$ cat config.mk
export PLATFORM = sky130hd
export DESIGN_NAME = newton_square_root_warm_start
export DESIGN_NICKNAME = d
export VERILOG_FILES = /design/src/sv/nsqrt_pkg.sv /design/src/sv/nsqrt_div.sv /design/src/sv/nsqrt_sqr.sv /design/src/sv/newton_square_root_warm_start.sv
export SDC_FILE = /design/constraint.sdc
export NUM_CORES = 1
export LEC_CHECK = 0
export BUFFER_PORTS_ARGS = -buffer_cell sky130_fd_sc_hd__clkbuf_2
export CAP_MARGIN = 25
export CORE_ASPECT_RATIO = 2
export CORE_MARGIN = 2
export CORE_UTILIZATION = 35
export CTS_BUF_LIST = sky130_fd_sc_hd__clkbuf_8
export CTS_CLUSTER_DIAMETER = 150
export CTS_CLUSTER_SIZE = 14
export DETAILED_ROUTE_END_ITERATION = 10
export PLACE_DENSITY_LB_ADDON = 0.3
export SLEW_MARGIN = 20
export SYNTH_ARGS = -nofsm -noshare
export SYNTH_HDL_FRONTEND = slang
export SYNTH_HIERARCHICAL = 1
export SYNTH_SLANG_ARGS = --single-unit
$ cat constraint.sdc
create_clock -name i_clk -period 14.95 [get_ports i_clk]
set_input_delay 0.7475 -clock i_clk [delete_from_list [all_inputs] [get_ports i_clk]]
set_output_delay 0.7475 -clock i_clk [all_outputs]
set_load 0.02 [all_outputs]
$ cat src/sv/nsqrt_pkg.sv
// ----------------------------------------------------------------------------
// nsqrt_pkg - shared constants and types
// Fixed-point formats, step cap and controller states for the Newton square
// root block.
// ----------------------------------------------------------------------------
`default_nettype none

package nsqrt_pkg;

    localparam int INPUT_BITS    = 20;
    localparam int FRACTION_BITS = 32;
    localparam int MAX_STEPS     = 64;
    localparam int VALUE_BITS    = INPUT_BITS + FRACTION_BITS;

    // numerator x << 2F, fed into the divider one bit per cycle
    localparam int NUM_BITS = INPUT_BITS + 2 * FRACTION_BITS;
    localparam int DIV_CW   = $clog2(NUM_BITS);
    localparam int SQR_CW   = $clog2(VALUE_BITS);
    localparam int STEP_W   = $clog2(MAX_STEPS + 1);

    // residual: (y*y >> F) - (x << F), signed
    localparam int DIFF_W = 2 * VALUE_BITS - FRACTION_BITS + 1;

    localparam logic [VALUE_BITS-1:0] TWO_POINT_ZERO =
        VALUE_BITS'(1) << (FRACTION_BITS + 1);
    localparam logic [31:0] TOL_RESET = 32'd429497;

    typedef enum logic [2:0] {
        S_IDLE,
        S_STEP,
        S_DIV,
        S_SQR,
        S_CHK,
        S_END
    } t_state;

endpackage

`default_nettype wire

$ cat src/sv/nsqrt_div.sv
// ----------------------------------------------------------------------------
// nsqrt_div - bit-serial restoring divider
// Computes floor((num << 2F) / den), one quotient bit per cycle, saturated
// to the value width.
// ----------------------------------------------------------------------------
`default_nettype none

module nsqrt_div
    import nsqrt_pkg::*;
(
    input  wire logic                  i_clk,
    input  wire logic                  i_rst_n,
    input  wire logic                  i_start,
    input  wire logic [INPUT_BITS-1:0] i_num,
    input  wire logic [VALUE_BITS-1:0] i_den,
    output logic                       o_done,
    output logic [VALUE_BITS-1:0]      o_quot
);

    logic                  r_busy;
    logic                  r_done;
    logic [DIV_CW-1:0]     r_cnt;
    logic [INPUT_BITS-1:0] r_num;
    logic [VALUE_BITS-1:0] r_den;
    logic [VALUE_BITS-1:0] r_rem;
    logic [VALUE_BITS-1:0] r_quot;
    logic                  r_ovf;

    logic [VALUE_BITS:0]   w_sh;
    logic [VALUE_BITS+1:0] w_sub;
    logic                  w_ge;

    // partial remainder stays below den, so one extra bit holds the shift
    assign w_sh  = {r_rem, r_num[INPUT_BITS-1]};
    assign w_sub = {1'b0, w_sh} - {2'b00, r_den};
    assign w_ge  = ~w_sub[VALUE_BITS+1];

    always_ff @(posedge i_clk) begin
        if (!i_rst_n) begin
            r_busy <= 1'b0;
            r_done <= 1'b0;
        end else begin
            r_done <= 1'b0;
            if (i_start) begin
                r_busy <= 1'b1;
            end else if (r_busy && r_cnt == DIV_CW'(NUM_BITS - 1)) begin
                r_busy <= 1'b0;
                r_done <= 1'b1;
            end
        end
    end

    always_ff @(posedge i_clk) begin
        if (i_start) begin
            r_cnt  <= '0;
            r_num  <= i_num;
            r_den  <= i_den;
            r_rem  <= '0;
            r_quot <= '0;
            r_ovf  <= 1'b0;
        end else if (r_busy) begin
            r_cnt  <= r_cnt + DIV_CW'(1);
            r_num  <= {r_num[INPUT_BITS-2:0], 1'b0};
            r_rem  <= w_ge ? w_sub[VALUE_BITS-1:0] : w_sh[VALUE_BITS-1:0];
            r_quot <= {r_quot[VALUE_BITS-2:0], w_ge};
            // any bit pushed out of the top means the quotient saturates
            r_ovf  <= r_ovf | r_quot[VALUE_BITS-1];
        end
    end

    assign o_done = r_done;
    assign o_quot = r_ovf ? {VALUE_BITS{1'b1}} : r_quot;

endmodule

`default_nettype wire

$ cat src/sv/nsqrt_sqr.sv
// ----------------------------------------------------------------------------
// nsqrt_sqr - bit-serial squarer
// Shift-and-add multiplier producing y*y, one multiplier bit per cycle.
// ----------------------------------------------------------------------------
`default_nettype none

module nsqrt_sqr
    import nsqrt_pkg::*;
(
    input  wire logic                    i_clk,
    input  wire logic                    i_rst_n,
    input  wire logic                    i_start,
    input  wire logic [VALUE_BITS-1:0]   i_y,
    output logic                         o_done,
    output logic [2*VALUE_BITS-1:0]      o_prod
);

    logic                  r_busy;
    logic                  r_done;
    logic [SQR_CW-1:0]     r_cnt;
    logic [VALUE_BITS-1:0] r_m;
    logic [VALUE_BITS-1:0] r_hi;
    logic [VALUE_BITS-1:0] r_lo;
    logic [VALUE_BITS:0]   w_sum;

    assign w_sum = {1'b0, r_hi} + (r_lo[0] ? {1'b0, r_m} : '0);

    always_ff @(posedge i_clk) begin
        if (!i_rst_n) begin
            r_busy <= 1'b0;
            r_done <= 1'b0;
        end else begin
            r_done <= 1'b0;
            if (i_start) begin
                r_busy <= 1'b1;
            end else if (r_busy && r_cnt == SQR_CW'(VALUE_BITS - 1)) begin
                r_busy <= 1'b0;
                r_done <= 1'b1;
            end
        end
    end

    always_ff @(posedge i_clk) begin
        if (i_start) begin
            r_cnt <= '0;
            r_m   <= i_y;
            r_hi  <= '0;
            r_lo  <= i_y;
        end else if (r_busy) begin
            r_cnt <= r_cnt + SQR_CW'(1);
            r_hi  <= w_sum[VALUE_BITS:1];
            r_lo  <= {w_sum[0], r_lo[VALUE_BITS-1:1]};
        end
    end

    assign o_done = r_done;
    assign o_prod = {r_hi, r_lo};

endmodule

`default_nettype wire

$ cat src/sv/newton_square_root_warm_start.sv
// ----------------------------------------------------------------------------
// newton_square_root_warm_start - Newton square root, warm-started
// Iterates y = (x/g + g)/2 in 20.32 fixed point until |x - y*y| < tolerance
// or the step cap is hit.
// ----------------------------------------------------------------------------
// Usage:
//   Input channel (i_valid/o_ready) carries one radicand per beat; output
//   channel (o_valid/i_ready) returns root, converged flag and step count.
//   i_cfg_wr_en/i_cfg_wr_data write the tolerance; write only while idle.
// Sequencing:
//   One item at a time. Each Newton step runs a set-up state, then the
//   bit-serial divider, one quotient bit per cycle over 84 numerator bits,
//   then the bit-serial squarer, one bit per cycle over 52 bits, then the
//   residual-check states S_CHK and S_END.
//   An item runs from 1 to MAX_STEPS steps.
//   A warm guess close to the root typically needs one to three steps.
// Reset:
//   Synchronous, active low. Tolerance returns to 429497 (about 1e-4),
//   the kept guess to 2.0, the output register empties.
// Back-pressure:
//   The result sits in an output register; a new radicand is taken while it
//   waits. If the next result is ready before the old one is taken, the
//   block holds in its final state until the output register frees.
// ----------------------------------------------------------------------------
`default_nettype none

module newton_square_root_warm_start
    import nsqrt_pkg::*;
(
    input  wire logic                  i_clk,
    input  wire logic                  i_rst_n,
    input  wire logic                  i_cfg_wr_en,
    input  wire logic [31:0]           i_cfg_wr_data,
    input  wire logic                  i_valid,
    output logic                       o_ready,
    input  wire logic [INPUT_BITS-1:0] i_radicand,
    output logic                       o_valid,
    input  wire logic                  i_ready,
    output logic [VALUE_BITS-1:0]      o_root,
    output logic                       o_converged,
    output logic [6:0]                 o_steps_taken
);

    t_state r_state, n_state;

    logic [31:0]           r_tol;
    logic [VALUE_BITS-1:0] r_guess;   // kept guess, carried between items
    logic [VALUE_BITS-1:0] r_gstep;   // guess used by the running step
    logic [INPUT_BITS-1:0] r_x;
    logic [STEP_W-1:0]     r_steps;
    logic [DIFF_W-1:0]     r_diff;
    logic                  r_ok;

    logic                  r_out_valid;
    logic [VALUE_BITS-1:0] r_out_root;
    logic                  r_out_conv;
    logic [STEP_W-1:0]     r_out_steps;

    logic                    div_start, div_done;
    logic [VALUE_BITS-1:0]   div_quot;
    logic [VALUE_BITS-1:0]   step_den;
    logic                    sqr_start, sqr_done;
    logic [2*VALUE_BITS-1:0] sqr_prod;
    logic                    out_load;
    logic                    cap_hit;

    logic [VALUE_BITS-1:0] w_y;
    logic [DIFF_W-1:0]     w_diff;
    logic [DIFF_W-1:0]     w_sum;
    logic                  w_ok;

    // a zero guess is replaced by 2.0 before every step
    assign step_den = (r_guess == '0) ? TWO_POINT_ZERO : r_guess;

    // new estimate: q/2 + g/2, plus one when both are odd
    assign w_y = (div_quot >> 1) + (r_gstep >> 1)
               + VALUE_BITS'(div_quot[0] & r_gstep[0]);

    // (y*y truncated to F fraction bits) - (x << F)
    assign w_diff = {1'b0, sqr_prod[2*VALUE_BITS-1:FRACTION_BITS]}
                  - DIFF_W'({r_x, {FRACTION_BITS{1'b0}}});

    // |d| < tol: d >= 0 needs d < tol, d < 0 needs d + tol > 0
    assign w_sum = r_diff + DIFF_W'(r_tol);
    assign w_ok  = r_diff[DIFF_W-1] ? (!w_sum[DIFF_W-1] && w_sum != '0)
                                    : (r_diff < DIFF_W'(r_tol));

    assign cap_hit = (r_steps == STEP_W'(MAX_STEPS));

    nsqrt_div u_div (
        .i_clk   (i_clk),
        .i_rst_n (i_rst_n),
        .i_start (div_start),
        .i_num   (r_x),
        .i_den   (step_den),
        .o_done  (div_done),
        .o_quot  (div_quot)
    );

    nsqrt_sqr u_sqr (
        .i_clk   (i_clk),
        .i_rst_n (i_rst_n),
        .i_start (sqr_start),
        .i_y     (w_y),
        .o_done  (sqr_done),
        .o_prod  (sqr_prod)
    );

    // sequencer
    always_comb begin
        n_state   = r_state;
        div_start = 1'b0;
        sqr_start = 1'b0;
        out_load  = 1'b0;
        case (r_state)
            S_IDLE: begin
                if (i_valid) begin
                    n_state = S_STEP;
                end
            end
            S_STEP: begin
                div_start = 1'b1;
                n_state   = S_DIV;
            end
            S_DIV: begin
                if (div_done) begin
                    sqr_start = 1'b1;
                    n_state   = S_SQR;
                end
            end
            S_SQR: begin
                if (sqr_done) begin
                    n_state = S_CHK;
                end
            end
            S_CHK: begin
                n_state = S_END;
            end
            S_END: begin
                if (r_ok || cap_hit) begin
                    if (!r_out_valid || i_ready) begin
                        out_load = 1'b1;
                        n_state  = S_IDLE;
                    end
                end else begin
                    n_state = S_STEP;
                end
            end
            default: begin
                n_state = S_IDLE;
            end
        endcase
    end

    always_ff @(posedge i_clk) begin
        if (!i_rst_n) begin
            r_state     <= S_IDLE;
            r_out_valid <= 1'b0;
            r_tol       <= TOL_RESET;
            r_guess     <= TWO_POINT_ZERO;
        end else begin
            r_state <= n_state;
            if (i_cfg_wr_en) begin
                r_tol <= i_cfg_wr_data;
            end
            if (out_load) begin
                r_out_valid <= 1'b1;
            end else if (i_ready) begin
                r_out_valid <= 1'b0;
            end
            if (r_state == S_DIV && div_done) begin
                r_guess <= w_y;
            end
        end
    end

    // datapath, no reset needed
    always_ff @(posedge i_clk) begin
        if (r_state == S_IDLE && i_valid) begin
            r_x     <= i_radicand;
            r_steps <= '0;
        end
        if (r_state == S_STEP) begin
            r_gstep <= step_den;
        end
        if (r_state == S_DIV && div_done) begin
            r_steps <= r_steps + STEP_W'(1);
        end
        if (r_state == S_SQR && sqr_done) begin
            r_diff <= w_diff;
        end
        if (r_state == S_CHK) begin
            r_ok <= w_ok;
        end
        if (out_load) begin
            r_out_root  <= r_guess;
            r_out_conv  <= r_ok;
            r_out_steps <= r_steps;
        end
    end

    assign o_ready       = (r_state == S_IDLE);
    assign o_valid       = r_out_valid;
    assign o_root        = r_out_root;
    assign o_converged   = r_out_conv;
    assign o_steps_taken = 7'(r_out_steps);

    // a result never reports zero steps
    a_steps_nonzero: assert property (@(posedge i_clk) disable iff (!i_rst_n)
        o_valid |-> o_steps_taken != 7'd0)
        else $error("result with zero steps");

    // not converged only when the cap was reached
    a_cap_flag: assert property (@(posedge i_clk) disable iff (!i_rst_n)
        (o_valid && !o_converged) |-> o_steps_taken == 7'(MAX_STEPS))
        else $error("unconverged result below step cap");

    // divider never runs on a zero divisor
    a_den_nonzero: assert property (@(posedge i_clk) disable iff (!i_rst_n)
        r_state == S_DIV |-> r_gstep != '0)
        else $error("division by zero guess");

    // units report completion only in their own phase
    a_div_phase: assert property (@(posedge i_clk) disable iff (!i_rst_n)
        div_done |-> r_state == S_DIV)
        else $error("divider done outside divide phase");

    a_sqr_phase: assert property (@(posedge i_clk) disable iff (!i_rst_n)
        sqr_done |-> r_state == S_SQR)
        else $error("squarer done outside square phase");

endmodule

`default_nettype wire

# [Yosys cells after proc, flatten, opt, wreduce, memory -nomap -nowiden]
# Index checks and enable logic that the tools add are counted.
[word_totals] word_cells=105 regBits=651
[classes] reduce_logical=22 add_sub_neg=9 order_cmp=1 n_eq_ne=12 n_mux=31 bitwise_logic=4
[ops] op="$mux 52" n=6
[ops] op="$add 73x32->73" n=1
[ops] op="$lt 73x32->1" n=1
[ops] op="$reduce_bool 73->1" n=1
[ops] op="$sub 72x52->73" n=1
[ops] op="$sub 53x52->54" n=1
[ops] op="$add 52x53->53" n=1
[ops] op="$add 51x51->52" n=1
[ops] op="$add 52x1->52" n=1
[ops] op="$logic_not 52->1" n=1
[ops] op="$mux 20" n=2
[ops] op="$pmux 3 s6" n=1
[ops] op="$mux 1" n=15
[ops] op="$mux 3" n=5
[ops] op="$add 7x1->7 const B" n=2
[ops] op="$eq 7x7->1 const B" n=2
[ops] op="$mux 7" n=2
[ops] op="$reduce_bool 2->1" n=6
[ops] op="$add 6x1->6 const B" n=1
[ops] op="$eq 3x2->1 const B" n=2
[ops] op="$eq 3x3->1 const B" n=2
[ops] op="$eq 6x6->1 const B" n=1
[ops] op="$logic_and 1x1->1" n=6
[ops] op="$ne 2x1->1 const B" n=2
[ops] op="11 further kinds" n=15

# [Depth between registers and ports, before layout]
# Gate-level depths: netlist of run 1.
[depth] word_depth=6 ltp_mapped=17

# [Modules after synthesis]
# The synthesis of run 1 kept the hierarchy.
[by_module_without_submodules] module="newton_square_root_warm_start" seq_area_each_um2=8157.8 cells_each=2056 n_inst=1 area_per_inst_um2=19040.8
[by_module_without_submodules] module="nsqrt_div" seq_area_each_um2=4444.3 cells_each=1211 n_inst=1 area_per_inst_um2=10913.0
[by_module_without_submodules] module="nsqrt_sqr" seq_area_each_um2=4324.1 cells_each=863 n_inst=1 area_per_inst_um2=9258.9

# [Worst setup path before layout of run 1]
# Ideal clock, no wire load.
[synth_timing] path_type="reg2reg" startpoint="register r_state[0]" endpoint="register u_div.r_rem[36]" t_required_ns=14.816 path_slack_ns=5.102 t_arrival_ns=9.714 stages_incl_launch_ff=7 setup_ns=0.134 n_path_buf=2 path_cell_list="dfxtp_1 > clkbuf_1 > nor3b_1 > nor2_1 > clkbuf_1 > nand4_1 > o211ai_1"
[synth_between] elab_chain_len=2
[synth_lines] item="from (decl)" line="newton_square_root_warm_start.sv:44" text="t_state r_state, n_state;"
[synth_lines] item="from (signal assigned)" line="newton_square_root_warm_start.sv:162" text="r_state <= n_state;"
[synth_lines] item="$eq 3x1->1" line="newton_square_root_warm_start.sv:115" text="case (r_state)"
[synth_lines] item="$mux 1" line="newton_square_root_warm_start.sv:115"
[synth_lines] item="net div_start" line="newton_square_root_warm_start.sv:59" text="logic div_start, div_done;"
[synth_lines] item="to (signal assigned)" line="nsqrt_div.sv:64" text="r_rem <= w_ge ? w_sub[VALUE_BITS-1:0] : w_sh[VALUE_BITS-1:0];"
[synth_lines] item="to (decl)" line="nsqrt_div.sv:25" text="logic [VALUE_BITS-1:0] r_rem;"
# The timed path passes the listed nets, and every way through them passes these cells.
# A chain may end at the register's enable or synchronous reset.

# [Worst setup path in the final report of run 1]
[layout_timing] startpoint="register r_diff[47]" endpoint="register r_ok (data pin)"
[layout_between] elab_chain_len=4 word_cells_on_any_way=6
[layout_lines] item="from (decl)" line="newton_square_root_warm_start.sv:51" text="logic [DIFF_W-1:0] r_diff;"
[layout_lines] item="from (signal assigned)" line="newton_square_root_warm_start.sv:190" text="r_diff <= w_diff;"
[layout_lines] item="$add 73x32->73" line="newton_square_root_warm_start.sv:84" text="assign w_sum = r_diff + DIFF_W'(r_tol);"
[layout_lines] item="$reduce_bool 73->1 or $logic_not 1->1 (tied branches)" line="newton_square_root_warm_start.sv:85" text="assign w_ok = r_diff[DIFF_W-1] ? (!w_sum[DIFF_W-1] && w_sum != '0)"
[layout_lines] item="$logic_and 1x1->1" line="newton_square_root_warm_start.sv:85"
[layout_lines] item="$mux 1 (*)" line="newton_square_root_warm_start.sv:85"
[layout_lines] item="net w_ok" line="newton_square_root_warm_start.sv:70" text="logic w_ok;"
[layout_lines] item="to (signal assigned)" line="newton_square_root_warm_start.sv:193" text="r_ok <= w_ok;"
[layout_lines] item="to (decl)" line="newton_square_root_warm_start.sv:52" text="logic r_ok;"
# Mark *: on every way through the listed nets, which the timed path passes. The rest lies on a longest branch.

==> results of run 1 <==
-- cells in the final DEF (no fill, tap or decap), drive strengths merged, types with 43 or more instances in the layout --
cell type	netlist	final
xor2	75	75
a21o	96	96
edfxtp	389	389
dfxtp	262	262
clkbuf	209	170
nor3	76	76
nor2	373	373
nand3	129	129
nor4	83	83
inv	197	243
ha	242	242
buf	50	43
a21oi	290	290
mux2i	104	104
o21ai	202	202
a311oi	43	43
or2	62	62
nand2	319	319
mux2	74	74
nand4	94	94
xnor2	115	115
and2	78	78
-- worst register-to-register path: cells and delay by family, from the launching register on --
family	cells	cell delay [ns]
AO/OA/AOI/OAI	3	1.20
AND/OR/NAND/NOR	7	2.89
flip-flops	1	0.78
-- per-layer routing --
| layer | vias up | wire [µm] |
|---|---|---|
| met5 | - | 0 |
| met4 | 0 | 12800 |
| met3 | 398 | 4260 |
| met2 | 880 | 72800 |
| met1 | 15300 | 45100 |
| li1 | 15000 | - |
-- how the worst max path moves through the flow --
| stage | endpoint | slack [ns] | depth (start not counted) |
|---|---|---|---|
| after floorplan | u_div/r_rem[36] | 5.10 | 6 |
| after global placement | r_ok | 10.01 | 14 |
| after detailed placement | r_ok | 9.93 | 14 |
| after CTS | r_ok | 9.93 | 14 |
| after global routing | r_ok | 9.53 | 14 |
| final | r_ok | 9.87 | 10 |
-- power groups by stage --
stage / combinational (mW) / sequential, mW / clock [mW]
2_1_floorplan: 1.15 / 2.15 / 0
5_1_grt: 1.70 / 2.17 / 1.07
4_1_cts: 1.54 / 2.16 / 1.01
6_report: 1.55 / 2.16 / 0.969
3_3_place_gp: 1.52 / 2.20 / 0
3_5_place_dp: 1.53 / 2.20 / 0
-- area by class of cell --
type,count,area (µm²)
Antenna cell,2,5.00
Tap cell,1487,1860
Clock buffer,52,716
Clock inverter,46,205
Inverter,199,752
Multi-Input combinational cell,3020,20400
Timing Repair Buffer,161,943
Fill cell,11300,69200
Sequential cell,651,16900
-- cell families after synthesis --
| kind of cell | after synthesis | synth area share |
|---|---|---|
| xor+xnor | 190 | 0.0424 |
| mux | 178 | 0.0478 |
| flops | 651 | 0.432 |
| buf+inv | 459 | 0.0496 |
| simple gates | 1403 | 0.178 |
| compound gates | 1001 | 0.170 |
| fa+ha+maj | 248 | 0.0803 |
==> impl_summary.log, run 1 <==
INFO  metric synth.cell_area = 39200 µm²
INFO  metric synthesis.nets = 4435
INFO  metric power.ir.vdd_worst = 0.0000662 V
INFO  metric synth_ff_type = sky130_fd_sc_hd__edfxtp_1
INFO  metric max-slew-margin-rel = 0.196
INFO  metric clk_root_buffer_cell = sky130_fd_sc_hd__clkbuf_8
INFO  metric critical_path.max_stage_delay = 1.01 ns
INFO  metric power_leakage = 16.3 nW
INFO  metric clock_power_share = 0.207
INFO  metric crit_slowest_cell = sky130_fd_sc_hd__nor4_1
INFO  metric ys_top_cells_by_count = sky130_fd_sc_hd__edfxtp_1 (389), sky130_fd_sc_hd__nor2_1 (373), sky130_fd_sc_hd__nand2_1 (317), sky130_fd_sc_hd__a21oi_1 (284), sky130_fd_sc_hd__dfxtp_1 (262)
INFO  metric grt.met1_usage = 0.220
INFO  metric outcome = completed
INFO  metric ff2ff_setup_slack = 9.87 ns
INFO  metric fp.dieArea = 115000 µm²
INFO  metric clk_transition_reported_paths = 0.13 ns
INFO  metric gr-usage-all-layers = 0.232
INFO  metric worstPathBufferInverterCount = 0
INFO  metric initialDrtViolationCount = 1999
INFO  metric synthesis_to_finish_area_growth = 6.61%
INFO  metric critical_path.startpoint_type = flop
INFO  metric max_cap_violations = 0
INFO  metric net-switching-power = 1.75 mW
INFO  metric grt_pass1_vias = 32200
INFO  metric yosysUniqueCellTypes = 115
INFO  metric p_int = 2.93 mW
INFO  metric power.sequential.fraction = 0.461
INFO  metric dominant_cell_by_count_in_the_synthesized_netlist = sky130_fd_sc_hd__edfxtp_1
INFO  metric report.power.total = 4.68 mW
INFO  metric grt_util_met2 = 0.447
INFO  metric comb_power_share = 0.332
INFO  metric path_max_fanout = 10
INFO  metric worst_hold_slack = 0.179 ns
INFO  metric total_wire_length = 135000 µm
INFO  metric holdCritPathClass = in2reg
INFO  metric cp_data_required_time = 15.48 ns
INFO  metric routed-via-count = 31600
INFO  metric grt_start_max_net_pins = 147
INFO  metric post-route-min-period = 5.08 ns
INFO  metric hold_violations = 0
INFO  metric use_met3 = 0.0228
INFO  metric synth.avg_cell_area = 9.49 µm²
INFO  metric post-route-period-util = 0.340
INFO  metric power.share.switching = 0.374
INFO  metric worstRegToRegCells = 10
INFO  metric post_drt_wl_per_cell = 24.0 µm
INFO  metric maxSlewViolCount = 0
INFO  metric cts-htree-levels = 2
INFO  metric drt_first_pass_iters = 6
INFO  metric postLayoutCellArea = 41800 µm²
INFO  metric place_worst_setup_slack = 9.93 ns
INFO  metric placedCellCount = 5517
INFO  metric tightestPinTransition = 1.20 ns
INFO  metric endpoint_kind = flop
INFO  metric final-instance-count-excl-fill = 5618
INFO  metric cell_depth_of_the_worst_min_delay_path = 1
INFO  metric yosys.area.top_type_share = 0.298
INFO  metric post-route-worst-setup-slack = 9.87 ns
INFO  metric cp-startpoint = r_diff[47]
INFO  metric power_per_cell_area = 112 nW/µm²
INFO  metric cts_num_sinks = 651
INFO  metric layout-drive-gt1-share = 0.105
INFO  metric setup_violations = 0
INFO  metric final_nets = 4390
INFO  metric holdPathEnd = r_x[16]
INFO  metric fin_setup_tns = 0 ns
INFO  metric cts_tree = done
INFO  metric worstSkewPairLatency = 0.78 ns
INFO  metric criticalPathCategory = reg2reg
INFO  metric antenna_found_initial = 2
INFO  metric crit_chain = nand2_1 > nor4_1 > nand3_1 > o21ai_0 > nand4_1 > a211o_1 > nor4_1 > nand4_1 > nor4_1 > a21oi_1
INFO  metric grt_overflow_total = 0
INFO  metric start_util = 0.353
INFO  metric synth_largest_area_cell = sky130_fd_sc_hd__edfxtp_1
INFO  metric postSynth.asyncResetShare = 0
INFO  metric post-dp-hpwl = 105000 µm
INFO  metric placeableCoreArea = 111000 µm²
INFO  metric chipWidth = 241 µm
INFO  metric placement.io_buffers = 118
INFO  metric synth.area.top_cells = sky130_fd_sc_hd__edfxtp_1 (30%), sky130_fd_sc_hd__dfxtp_1 (13%), sky130_fd_sc_hd__ha_1 (7.7%)
INFO  metric largest_register = r_diff
INFO  metric detailed_place.area = 40800 µm²
INFO  metric timing.rr.end = r_ok
INFO  metric timing.fmax = 197 MHz
INFO  metric synth_enable_flop_cells = 389
INFO  metric routabilityCongestion = 1.02
INFO  metric yosys_warnings = 6
INFO  metric ys_seq_elements = 651
INFO  metric route.detailed.drc = 0
INFO  metric min_delay_src = i_radicand[16]
INFO  metric post_drt_via_cell_ratio = 5.62
INFO  metric largest_register_ffs = 73
INFO  metric worst_path_arrival_time = 5.62 ns
INFO  metric tritoncts.num_buffers = 52
INFO  metric synth.yosys.seq_area_share = 0.432
INFO  metric crit_path_frequent_cell = sky130_fd_sc_hd__nor4_1
INFO  metric post_cts_setup_driven_buffer_insertion_count = 0
INFO  metric grt_setup_unrepaired = no
INFO  metric cts_hold_buffers = 0
INFO  metric floorplan.die.height = 477 µm
INFO  metric regToRegStartpoint = r_diff[47]
INFO  metric ant_nets = 0
INFO  metric grt_first_pass_wirelength = 200000 µm
INFO  metric post-route-util = 0.376
INFO  metric grt.busiest_layer = met2
INFO  metric ios = 119
INFO  metric rows = 173
INFO  metric crit_family = simple AND/OR/NAND/NOR gates
INFO  metric deepest_clock_path_buffer_count = 3
INFO  metric gates_resized_cts_repair = 0
INFO  metric fin_worst_skew = 0.0643 ns
INFO  metric synthCells = 4130
No activity file was read; power rests on OpenSTA's default activity.
==> run 2: changes to the inputs <==
==> constraint.sdc (replaced) <==
create_clock -name i_clk -period 5.3 [get_ports i_clk]
set_input_delay 0.265 -clock i_clk [delete_from_list [all_inputs] [get_ports i_clk]]
set_output_delay 0.265 -clock i_clk [all_outputs]
set_load 0.02 [all_outputs]
==> run 2 against run 1 <==
Flip-flop and latch count unchanged; fmax rose by 1.4%; sequential power increased to 2.8 times the previous value; first-iteration DRC count up 13%; clock skew decreased by 0.0096 ns; combinational power grew to 2.8 times the previous value; final area rose by 2.3%; core utilization grew 0.85 points; die area did not move; highest routed layer is now met5; worst hold slack lost 0.058 ns; non-clock buffer count grew 105; via count rose by 1.3%.
==> impl_summary.log, run 2 (synthesis gave the netlist of run 1 again) <==
INFO  metric final_nets = 4495
INFO  metric start_util = 0.353
INFO  metric gates_resized_cts_repair = 0
INFO  metric fp.dieArea = 115000 µm²
INFO  metric placement.io_buffers = 118
INFO  metric worstPathBufferInverterCount = 2
INFO  metric layout_common_cells = sky130_fd_sc_hd__edfxtp_1 (389), sky130_fd_sc_hd__nor2_1 (371), sky130_fd_sc_hd__nand2_1 (317)
INFO  metric cell_depth_of_the_worst_min_delay_path = 3
INFO  metric critical_path.max_stage_delay = 0.82 ns
INFO  metric holdCritPathClass = in2reg
INFO  metric outcome = completed
INFO  metric regToRegStartpoint = r_diff[22]
INFO  metric largest_register_ffs = 73
INFO  metric post_drt_wl_per_cell = 24.2 µm
INFO  metric largest_register = r_diff
INFO  metric tritoncts.num_buffers = 52
INFO  metric post-dp-hpwl = 106000 µm
INFO  metric chipWidth = 241 µm
INFO  metric post-route-min-period = 5.01 ns
INFO  metric crit_family = simple AND/OR/NAND/NOR gates
INFO  metric detailed_place.area = 41300 µm²
INFO  metric grt_start_max_net_pins = 153
INFO  metric post-route-period-util = 0.946
INFO  metric synthesis_to_finish_area_growth = 9.01%
INFO  metric clk_transition_reported_paths = 0.15 ns
INFO  metric criticalPathCategory = reg2reg
INFO  metric post_cts_setup_driven_buffer_insertion_count = 0
INFO  metric hold_violations = 0
INFO  metric layout.cells.most_common = sky130_fd_sc_hd__edfxtp_1
INFO  metric total_wire_length = 138000 µm
INFO  metric worst_path_arrival_time = 5.55 ns
INFO  metric antenna_found_initial = 3
INFO  metric deepest_clock_path_buffer_count = 3
INFO  metric cts-htree-levels = 2
INFO  metric tightestPinTransition = 0.990 ns
INFO  metric grt_overflow_total = 0
INFO  metric routed-via-count = 32000
INFO  metric power.ir.vdd_worst = 0.000275 V
INFO  metric crit_slowest_cell = sky130_fd_sc_hd__o21ai_1
INFO  metric placeableCoreArea = 111000 µm²
INFO  metric initialDrtViolationCount = 2252
INFO  metric ff2ff_setup_slack = 0.29 ns
INFO  metric cts_num_sinks = 651
INFO  metric max_cap_violations = 0
INFO  metric route.detailed.drc = 0
INFO  metric grt_setup_unrepaired = no
INFO  metric rows = 173
INFO  metric worstSkewPairLatency = 0.77 ns
INFO  metric gr-usage-all-layers = 0.237
INFO  metric power_per_cell_area = 310 nW/µm²
INFO  metric cp_data_required_time = 5.84 ns
INFO  metric placedCellCount = 5569
INFO  metric setup_violations = 0
INFO  metric postLayoutCellArea = 42700 µm²
INFO  metric min_delay_src = i_rst_n
INFO  metric cts_tree = done
INFO  metric timing.rr.end = r_ok
INFO  metric crit_chain = ha_1 > buf_4 > nor4_2 > and3_2 > nand2_1 > o21ai_1 > nand3_1 > a2bb2oi_1 > nor4_1 > nand4_1 > nor4_1 > buf_4 > a21oi_1
INFO  metric post_drt_via_cell_ratio = 5.59
INFO  metric critical_path.startpoint_type = flop
INFO  metric worstRegToRegCells = 13
INFO  metric holdPathEnd = r_tol[0]
INFO  metric routabilityCongestion = 1.05
INFO  metric max-slew-margin-rel = 0.334
INFO  metric ios = 119
INFO  metric drt_first_pass_iters = 6
INFO  metric path_max_fanout = 10
INFO  metric layout-drive-gt1-share = 0.115
INFO  metric endpoint_kind = flop
INFO  metric floorplan.die.height = 477 µm
INFO  metric grt_first_pass_wirelength = 203000 µm
INFO  metric ant_nets = 0
INFO  metric clk_root_buffer_cell = sky130_fd_sc_hd__clkbuf_8
INFO  metric maxSlewViolCount = 0
INFO  metric grt_pass1_vias = 32400
INFO  metric power_leakage = 16.8 nW
INFO  metric fin_setup_tns = 0 ns
INFO  metric timing.fmax = 199 MHz
INFO  metric final-instance-count-excl-fill = 5722
INFO  metric fin_worst_skew = 0.0547 ns
-- run 2: cell types whose count changed in the layout (fill, tap and decap cells not counted), sizes merged --
cell | previous run | this run
buf | 43 | 94
diode | 2 | 3
dlygate4sd3 | 0 | 54
inv | 243 | 241
-- run 2: worst reg2reg max path, cell delays in order (launching register included) --
cell and delay (ns):
sky130_fd_sc_hd__edfxtp_1 0.47, sky130_fd_sc_hd__ha_1 0.32, sky130_fd_sc_hd__buf_4 0.19, sky130_fd_sc_hd__nor4_2 0.81
sky130_fd_sc_hd__and3_2 0.37, sky130_fd_sc_hd__nand2_1 0.37, sky130_fd_sc_hd__o21ai_1 0.83, sky130_fd_sc_hd__nand3_1 0.27
sky130_fd_sc_hd__a2bb2oi_1 0.20, sky130_fd_sc_hd__nor4_1 0.30, sky130_fd_sc_hd__nand4_1 0.13, sky130_fd_sc_hd__nor4_1 0.29
sky130_fd_sc_hd__buf_4 0.16, sky130_fd_sc_hd__a21oi_1 0.07
-- run 2: final cells by class --
| cell class | instances | area [µm²] |
|---|---|---|
| fill | 11200 | 68300 |
| multi-input combinational | 3020 | 20400 |
| sequential | 651 | 16900 |
| timing repair buffer | 266 | 1870 |
| tap | 1487 | 1860 |
| inverter | 199 | 752 |
| clock buffer | 52 | 716 |
| clock inverter | 44 | 198 |
| antenna | 3 | 7.51 |
-- run 2: repair_timing --
action	CTS	global route
hold buffers	54	0
endpoints found under the hold margin	54	0
endpoints found under the setup margin	0	0
-- run 2: how the worst max path moves through the flow --
stage,from,endpoint,cells past startpoint
global placement,r_tol[22],r_ok,14
global route,r_tol[0],r_ok,15
floorplan,r_state[2],u_sqr/r_lo[0],9
detailed placement,u_div/r_ovf,u_sqr/r_lo[45],15
CTS,u_div/r_ovf,u_sqr/r_lo[45],15
finish,r_diff[22],r_ok,13
-- run 2: metal layers --
layer | share of wire | track usage | vias up
li1 | - | - | 15200
met1 | 0.34 | 0.221 | 15500
met2 | 0.54 | 0.457 | 874
met3 | 0.034 | 0.0270 | 383
met4 | 0.091 | 0.185 | 2
met5 | 0.000094 | 0 | -
-- run 2: report_power, final --
| group | switching, mW | internal (mW) |
|---|---|---|
| Clock | 1.81 | 0.935 |
| Sequential | 0.359 | 5.73 |
| Combinational | 2.78 | 1.63 |
| Total | 4.94 | 8.30 |
-- run 2: stage by stage --
| step | total power, mW | util | hold slack, ns | setup slack [ns] |
|---|---|---|---|---|
| final | 13.2 | 0.385 | 0.121 | 0.287 |
| after global routing | 14.0 | 0.385 | 0.112 | 0.0413 |
| after CTS | 13.3 | 0.385 | 0.0817 | 0.539 |
| after detailed placement | 10.5 | 0.372 | 0.446 | 0.578 |
| after global placement | 10.5 | 0.372 | 0.445 | 0.534 |
| after floorplan | 9.29 | - | 0.364 | 0.509 |
